<file path="config.mk">
export PLATFORM = sky130hd
export DESIGN_NAME = thtc_ram
export DESIGN_NICKNAME = d
export VERILOG_FILES = /design/src/rtl/core/thtc_ram.sv
export SDC_FILE = /design/constraint.sdc
export NUM_CORES = 1
export LEC_CHECK = 0
export BUFFER_PORTS_ARGS = -buffer_cell sky130_fd_sc_hd__buf_2
export CORE_MARGIN = 1
export CORE_UTILIZATION = 50
export DETAILED_ROUTE_END_ITERATION = 12
export HOLD_SLACK_MARGIN = 0.02
export PLACE_DENSITY = 0.77
export SYNTH_ARGS = -nofsm -noshare
export SYNTH_HDL_FRONTEND = slang
export SYNTH_SLANG_ARGS = --single-unit
</file>
<file path="constraint.sdc">
create_clock -name clk_i -period 3.35 [get_ports clk_i]
set_clock_uncertainty 0.1 [all_clocks]
set_input_delay 0.5025 -clock clk_i [delete_from_list [all_inputs] [get_ports clk_i]]
set_output_delay 0.5025 -clock clk_i [all_outputs]
set_load 0.1 [all_outputs]
</file>
<file path="src/rtl/core/thtc_ram.sv">
// generic single-write, single-read ram with registered read data
module thtc_ram #(
  parameter int WIDTH = 8,
  parameter int DEPTH = 16
) (
  input  logic                     clk_i,
  input  logic                     we_i,
  input  logic [$clog2(DEPTH)-1:0] waddr_i,
  input  logic [WIDTH-1:0]         wdata_i,
  input  logic [$clog2(DEPTH)-1:0] raddr_i,
  output logic [WIDTH-1:0]         rdata_o
);

  logic [WIDTH-1:0] mem_q [DEPTH];
  logic [WIDTH-1:0] rdata_q;

  always_ff @(posedge clk_i) begin
    if (we_i) begin
      mem_q[waddr_i] <= wdata_i;
    end
    rdata_q <= mem_q[raddr_i];
  end

  assign rdata_o = rdata_q;

endmodule

</file>
==> results of run 1 <==
==> per-stage QoR <==
| stage | area (sq um) | power [mW] | worst slack (ns) | util |
|---|---|---|---|---|
| after floorplan | 5147 | 2.125 | 1.255 | - |
| after global placement | 5418 | 2.191 | 1.019 | 0.5492 |
| after detailed placement | 5418 | 2.198 | 0.9901 | 0.5492 |
| after CTS | 6011 | 4.026 | 1.430 | 0.6093 |
| after global routing | 6011 | 4.112 | 1.410 | 0.6093 |
| final | 6011 | 3.993 | 1.481 | 0.6093 |
==> area by class of cell <==
| cell class | instances | area [sq um] | area share |
|---|---|---|---|
| clock buffer | 18 | 417.9 | 0.06953 |
| clock inverter | 14 | 175.2 | 0.02914 |
| multi-input combinational | 83 | 1057 | 0.1759 |
| sequential | 136 | 4004 | 0.6661 |
| tap | 133 | 166.4 | 0.02769 |
| timing repair buffer | 32 | 190.2 | 0.03164 |
==> logic make-up after synthesis <==
| family | share of synthesized area |
|---|---|
| compound gates | 0.02334 |
| buf+inv | 0.01677 |
| flops | 0.7778 |
| mux | 0.1502 |
| simple gates | 0.03184 |
==> power by group <==
group,total (mW),internal [mW],switching [mW]
Clock,1.83,1.14,0.695
Combinational,0.249,0.0713,0.178
Sequential,1.91,1.90,0.00964
Total,3.99,3.11,0.882
==> per-layer routing <==
metal	share of wire	wire length, um	up-vias	GRT usage
met3	0.071	668	5	0.06116
met2	0.51	4757	99	0.2934
met4	0.0046	43	0	0.07367
met1	0.42	3916	1251	0.2768
li1	-	-	1063	-
met5	0	0	-	0
==> layout by cell type (no fill, tap or decap) <==
cell type,instances
clkinv_4,3
buf_2,25
dfxtp_1,8
nand2_1,9
a22oi_1,16
nor2b_1,1
nor2_1,13
nand3b_1,2
buf_4,6
or3b_2,1
edfxtp_1,128
and2_1,1
inv_6,2
mux4_1,14
clkbuf_8,1
nand3_1,1
mux4_2,18
clkbuf_1,1
clkbuf_16,16
clkinv_1,1
nor3_1,4
and2b_1,1
clkinvlp_4,5
buf_12,1
nand2b_1,2
bufinv_16,3
==> worst min-delay path by stage <==
stage,slack [ns],endpoint,start
final,0.27,mem_q[14][4],wdata_i[4]
after detailed placement,0.56,rdata_o[5],mem_q[14][5]
after CTS,0.25,mem_q[14][4],wdata_i[4]
after floorplan,0.50,mem_q[0][0],wdata_i[0]
after global routing,0.26,mem_q[6][4],wdata_i[4]
after global placement,0.55,rdata_o[3],mem_q[14][3]
==> flip-flops by register name, summed over array words and instances (netlist names) <==
signal	count
mem_q	128
rdata_o	8
==> results.ini, run 1 <==
[run_status]
run_status = finished, final reports clean

[global_route]
grt_pass1_vias = 2438
gr-usage-all-layers = 0.1971
grt_max_degree = 33
antenna_found_initial = 0
grt_pass1_wl_um = 14150
overflow = 0

[route]
first_pass_iters = 5
ant_nets = 0
post_drt_via_cell_ratio = 5.813
drt_iter0_markers = 218
vias = 2418
wire_per_inst_um = 22.56
routed_wl_um = 9385
drc = 0

[finish]
fillers = 683
diodes = 0
areaGrowthSynthToFinish_pct = 16.77
layoutNonFillerInstCount = 416
layout.nets = 288
final_layout_size_suffix_gt1_frac = 0.2862

[worst_setup_path]
crit_slowest_cell = buf_2
crit_path_end_kind = primary output
crit_end = rdata_o[2]
max_stage_delay_ns = 0.42
worst_setup_path_start_kind = flop
cp_top_family = buffers and inverters
timing.rr.start = mem_q[4][2]
crit_chain = buf_2
r2r_slack_ns = 1.89
crit_cells = 1
r2r-end = rdata_o[2]
r2r_cells = 3
path_buf_inv = 1
worstPathMaxFanout = 1
crit_arrival_ns = 1.27
cp-startpoint = rdata_o[2]
crit_required_ns = 2.75
critical_path_class = flop to primary output

[synth]
ys_seq_area_frac = 0.7778
synth.avg_cell_area_sq_um = 22.48
synthCells = 229
synth-edff-count = 128
synth_ff_type = edfxtp_1
synth_most_common_cell = edfxtp_1
syn-cell-area_sq_um = 5147
synth_cell_types = 19
ys_warn_count = 0
synthTopCellsByArea = edfxtp_1, mux4_2, mux4_1
synth_top_area_cell = edfxtp_1
yosys.area.top_type_share = 0.7467
async_flop_share = 0
ys_seq_elements = 136
syn-num-nets = 247
synthTopCellsByCount = edfxtp_1, mux4_2, a22oi_1

[power_and_ir_drop]
vdd_ir_drop_max_uv = 471.0
p_leak_nw = 2.007
power_density_nw_per_um2 = 664.3

[timing]
final-setup-viol-count = 0
rsz0062_at_grt = false
finalCritPeriodShare = 0.5579
timing.hold.ws_ns = 0.2709
maxSlewViolCount = 0
timing.fmax_ghz = 0.5351
fin_tns_setup_ns = 0
fin_crit_ns = 1.869
worstMarginPinSlew_ns = 1.018
hold_viol = 0
relSlewSlack = 0.3189

[die]
die_x_um = 103.5
dieArea_sq_um = 10710
core_sq_um = 9864
rows = 36
start_util = 0.5218
die_h_um = 103.5
io_pins = 26

[cts]
cts_hold_buffers = 0
post_cts_buffers = 0
cts_tree = built
cts_resized = 0
cts_made_buffers = 17
cts-root-buf = clkbuf_8
clock_latency_ns = 0.51
path_clk_slew_ns = 0.06
clock_path_buffers = 2
clock-sinks = 136
h-tree-depth = 4

[placement]
place_inst = 384
hpwl_um = 5677
io_buffers = 25
routabilityCongestion = 0.7161

[worst_hold_path]
hp-class = input port to flop
hold_depth = 1

[flow_run]
maxCapViolations = 0

(Power assumes the default switching activity.)
==> run 2: changes to the inputs <==
==> constraint.sdc (replaced) <==
create_clock -name clk_i -period 1.9 [get_ports clk_i]
set_clock_uncertainty 0.1 [all_clocks]
set_input_delay 0.285 -clock clk_i [delete_from_list [all_inputs] [get_ports clk_i]]
set_output_delay 0.285 -clock clk_i [all_outputs]
set_load 0.1 [all_outputs]
==> results.ini, run 2 (same netlist as run 1, synthesis figures left out) <==
[finish]
areaGrowthSynthToFinish_pct = 20.90
fillers = 660  ; -3.4%
regMostFlops = mem_q
layoutNonFillerInstCount = 439  ; +5.5%
final_common_cell = edfxtp_1
final_cell_mix = edfxtp_1, buf_4, buf_2, mux4_2
ff_latch_area_sq_um = 4004  ; unchanged
final_layout_size_suffix_gt1_frac = 0.3443  ; +0.05804
layout.nets = 310  ; +7.6%
multi_input_area_sq_um = 1057  ; unchanged
largest_reg_flops = 128  ; unchanged

[global_route]
overflow = 0  ; unchanged
grt_pass1_wl_um = 14360  ; +1.5%
grt_max_degree = 33  ; unchanged
antenna_found_initial = 1  ; +1
gr-usage-all-layers = 0.2013  ; +0.004182
grt_pass1_vias = 2473  ; +1.4%

[worst_setup_path]
critical_path_class = flop to primary output
max_stage_delay_ns = 0.43  ; about the same
cp_top_family = buffers and inverters
crit_required_ns = 1.51  ; -1.24 ns
crit_slowest_cell = buf_2
r2r_slack_ns = 0.36  ; -1.53 ns
r2r-end = rdata_o[3]
crit_path_end_kind = primary output
timing.rr.start = mem_q[2][3]
crit_arrival_ns = 1.28  ; about the same
worst_setup_path_start_kind = flop
path_buf_inv = 1  ; unchanged
r2r_cells = 3  ; unchanged
worstPathMaxFanout = 1  ; unchanged
crit_chain = buf_2

[cts]
clock_latency_ns = 0.51  ; about the same
clock_path_buffers = 2  ; unchanged
clock-sinks = 136  ; unchanged
cts_tree = built
h-tree-depth = 4  ; unchanged
path_clk_slew_ns = 0.06  ; about the same
cts_made_buffers = 17  ; unchanged
cts_resized = 0  ; unchanged
cts-root-buf = clkbuf_8
post_cts_buffers = 0  ; unchanged
cts_hold_buffers = 0  ; unchanged

[timing]
final-setup-viol-count = 0  ; unchanged
fin_tns_setup_ns = 0  ; unchanged
timing.fmax_ghz = 0.6021
fin_crit_ns = 1.661
relSlewSlack = 0.6734  ; +0.3544
rsz0062_at_grt = false
finalCritPeriodShare = 0.8741
hold_viol = 0  ; unchanged
maxSlewViolCount = 0  ; unchanged
worstMarginPinSlew_ns = 0.4933  ; -0.5245 ns

[power_and_ir_drop]
p_int_mw = 5.671  ; +82%
comb_power_share = 0.064  ; +0.002
p_seq_frac = 0.468  ; -0.011
p_clk_frac = 0.469  ; +0.010
vdd_ir_drop_max_uv = 517.6  ; +9.9%
power_density_nw_per_um2 = 1159  ; +74%
p_total_mw = 7.212  ; +81%
p_sw_frac = 0.2137  ; -0.007160
switchingPower_mw = 1.542  ; +75%
p_leak_nw = 2.159  ; +7.6%

[route]
post_drt_via_cell_ratio = 5.759  ; -0.93%
first_pass_iters = 4  ; -1
vias = 2528  ; +4.5%
wire_per_inst_um = 22.60  ; +0.18%
wl_met1_um = 4019  ; +2.6%
top_layer_used = met4
drt_iter0_markers = 195  ; -11%
wl_met2_um = 5101  ; +7.2%
route.met3.wl_um = 577  ; -14%
routed_wl_um = 9922  ; +5.7%
ant_nets = 0  ; unchanged
drc = 0  ; unchanged

[worst_hold_path]
holdPathEnd = mem_q[10][2]
hold_depth = 1  ; unchanged
hp-class = input port to flop
hp-start = wdata_i[2]

[placement]
io_buffers = 25  ; unchanged
routabilityCongestion = 0.7689  ; +7.4%
place_inst = 406  ; +5.7%
hpwl_um = 5955  ; +4.9%

[die]
io_pins = 26  ; unchanged
die_h_um = 103.5  ; unchanged
dieArea_sq_um = 10710  ; unchanged
rows = 36  ; unchanged
core_sq_um = 9864  ; unchanged
die_x_um = 103.5  ; unchanged
start_util = 0.5218  ; unchanged

[flow_run]
maxCapViolations = 0  ; unchanged

[run_status]
run_status = finished, final reports clean

==> run 2: layout make-up <==
cell class,count,share of cell area
Sequential cell,136,0.6433
Multi-Input combinational cell,83,0.1699
Clock buffer,18,0.06876
Timing Repair Buffer,54,0.05911
Clock inverter,14,0.03177
Tap cell,133,0.02674
Antenna cell,1,0.0004021
==> run 2: worst max path at each step <==
stage | cells past startpoint | endpoint | start | slack, ns
6_report | 1 | rdata_o[5] | rdata_o[5] | 0.24
3_3_place_gp | 5 | rdata_o[1] | raddr_i[0] | 0.1
3_5_place_dp | 5 | rdata_o[0] | raddr_i[0] | 0.08
4_1_cts | 1 | rdata_o[2] | rdata_o[2] | 0.20
5_1_grt | 1 | rdata_o[2] | rdata_o[2] | 0.17
2_1_floorplan | 2 | mem_q[0][0] | waddr_i[2] | 0.02
==> run 2: metal layers <==
metal	up-vias	global-route usage
li1	1103	-
met1	1293	0.2627
met2	114	0.3174
met3	18	0.05511
met4	0	0.09426
met5	-	0
==> run 2: power by group through the flow <==
| stage | Combinational, mW | Clock (mW) | Sequential (mW) |
|---|---|---|---|
| 2_1_floorplan | 0.170 | 0 | 3.58 |
| 3_3_place_gp | 0.447 | 0 | 3.43 |
| 3_5_place_dp | 0.458 | 0 | 3.44 |
| 4_1_cts | 0.462 | 3.44 | 3.38 |
| 5_1_grt | 0.485 | 3.53 | 3.38 |
| 6_report | 0.458 | 3.38 | 3.37 |
==> run 2: metrics by stage <==
step                      utilization  area [sq um]  hold slack [ns]  setup slack [ns]
final                          0.6309          6223          0.06452            0.2392
after global routing           0.6309          6223          0.04940            0.1738
after CTS                      0.6306          6221          0.03270            0.1980
after detailed placement       0.5672          5595           0.5617           0.08454
after global placement         0.5672          5595           0.5446           0.09829
after floorplan                     -          5147           0.2839           0.02213
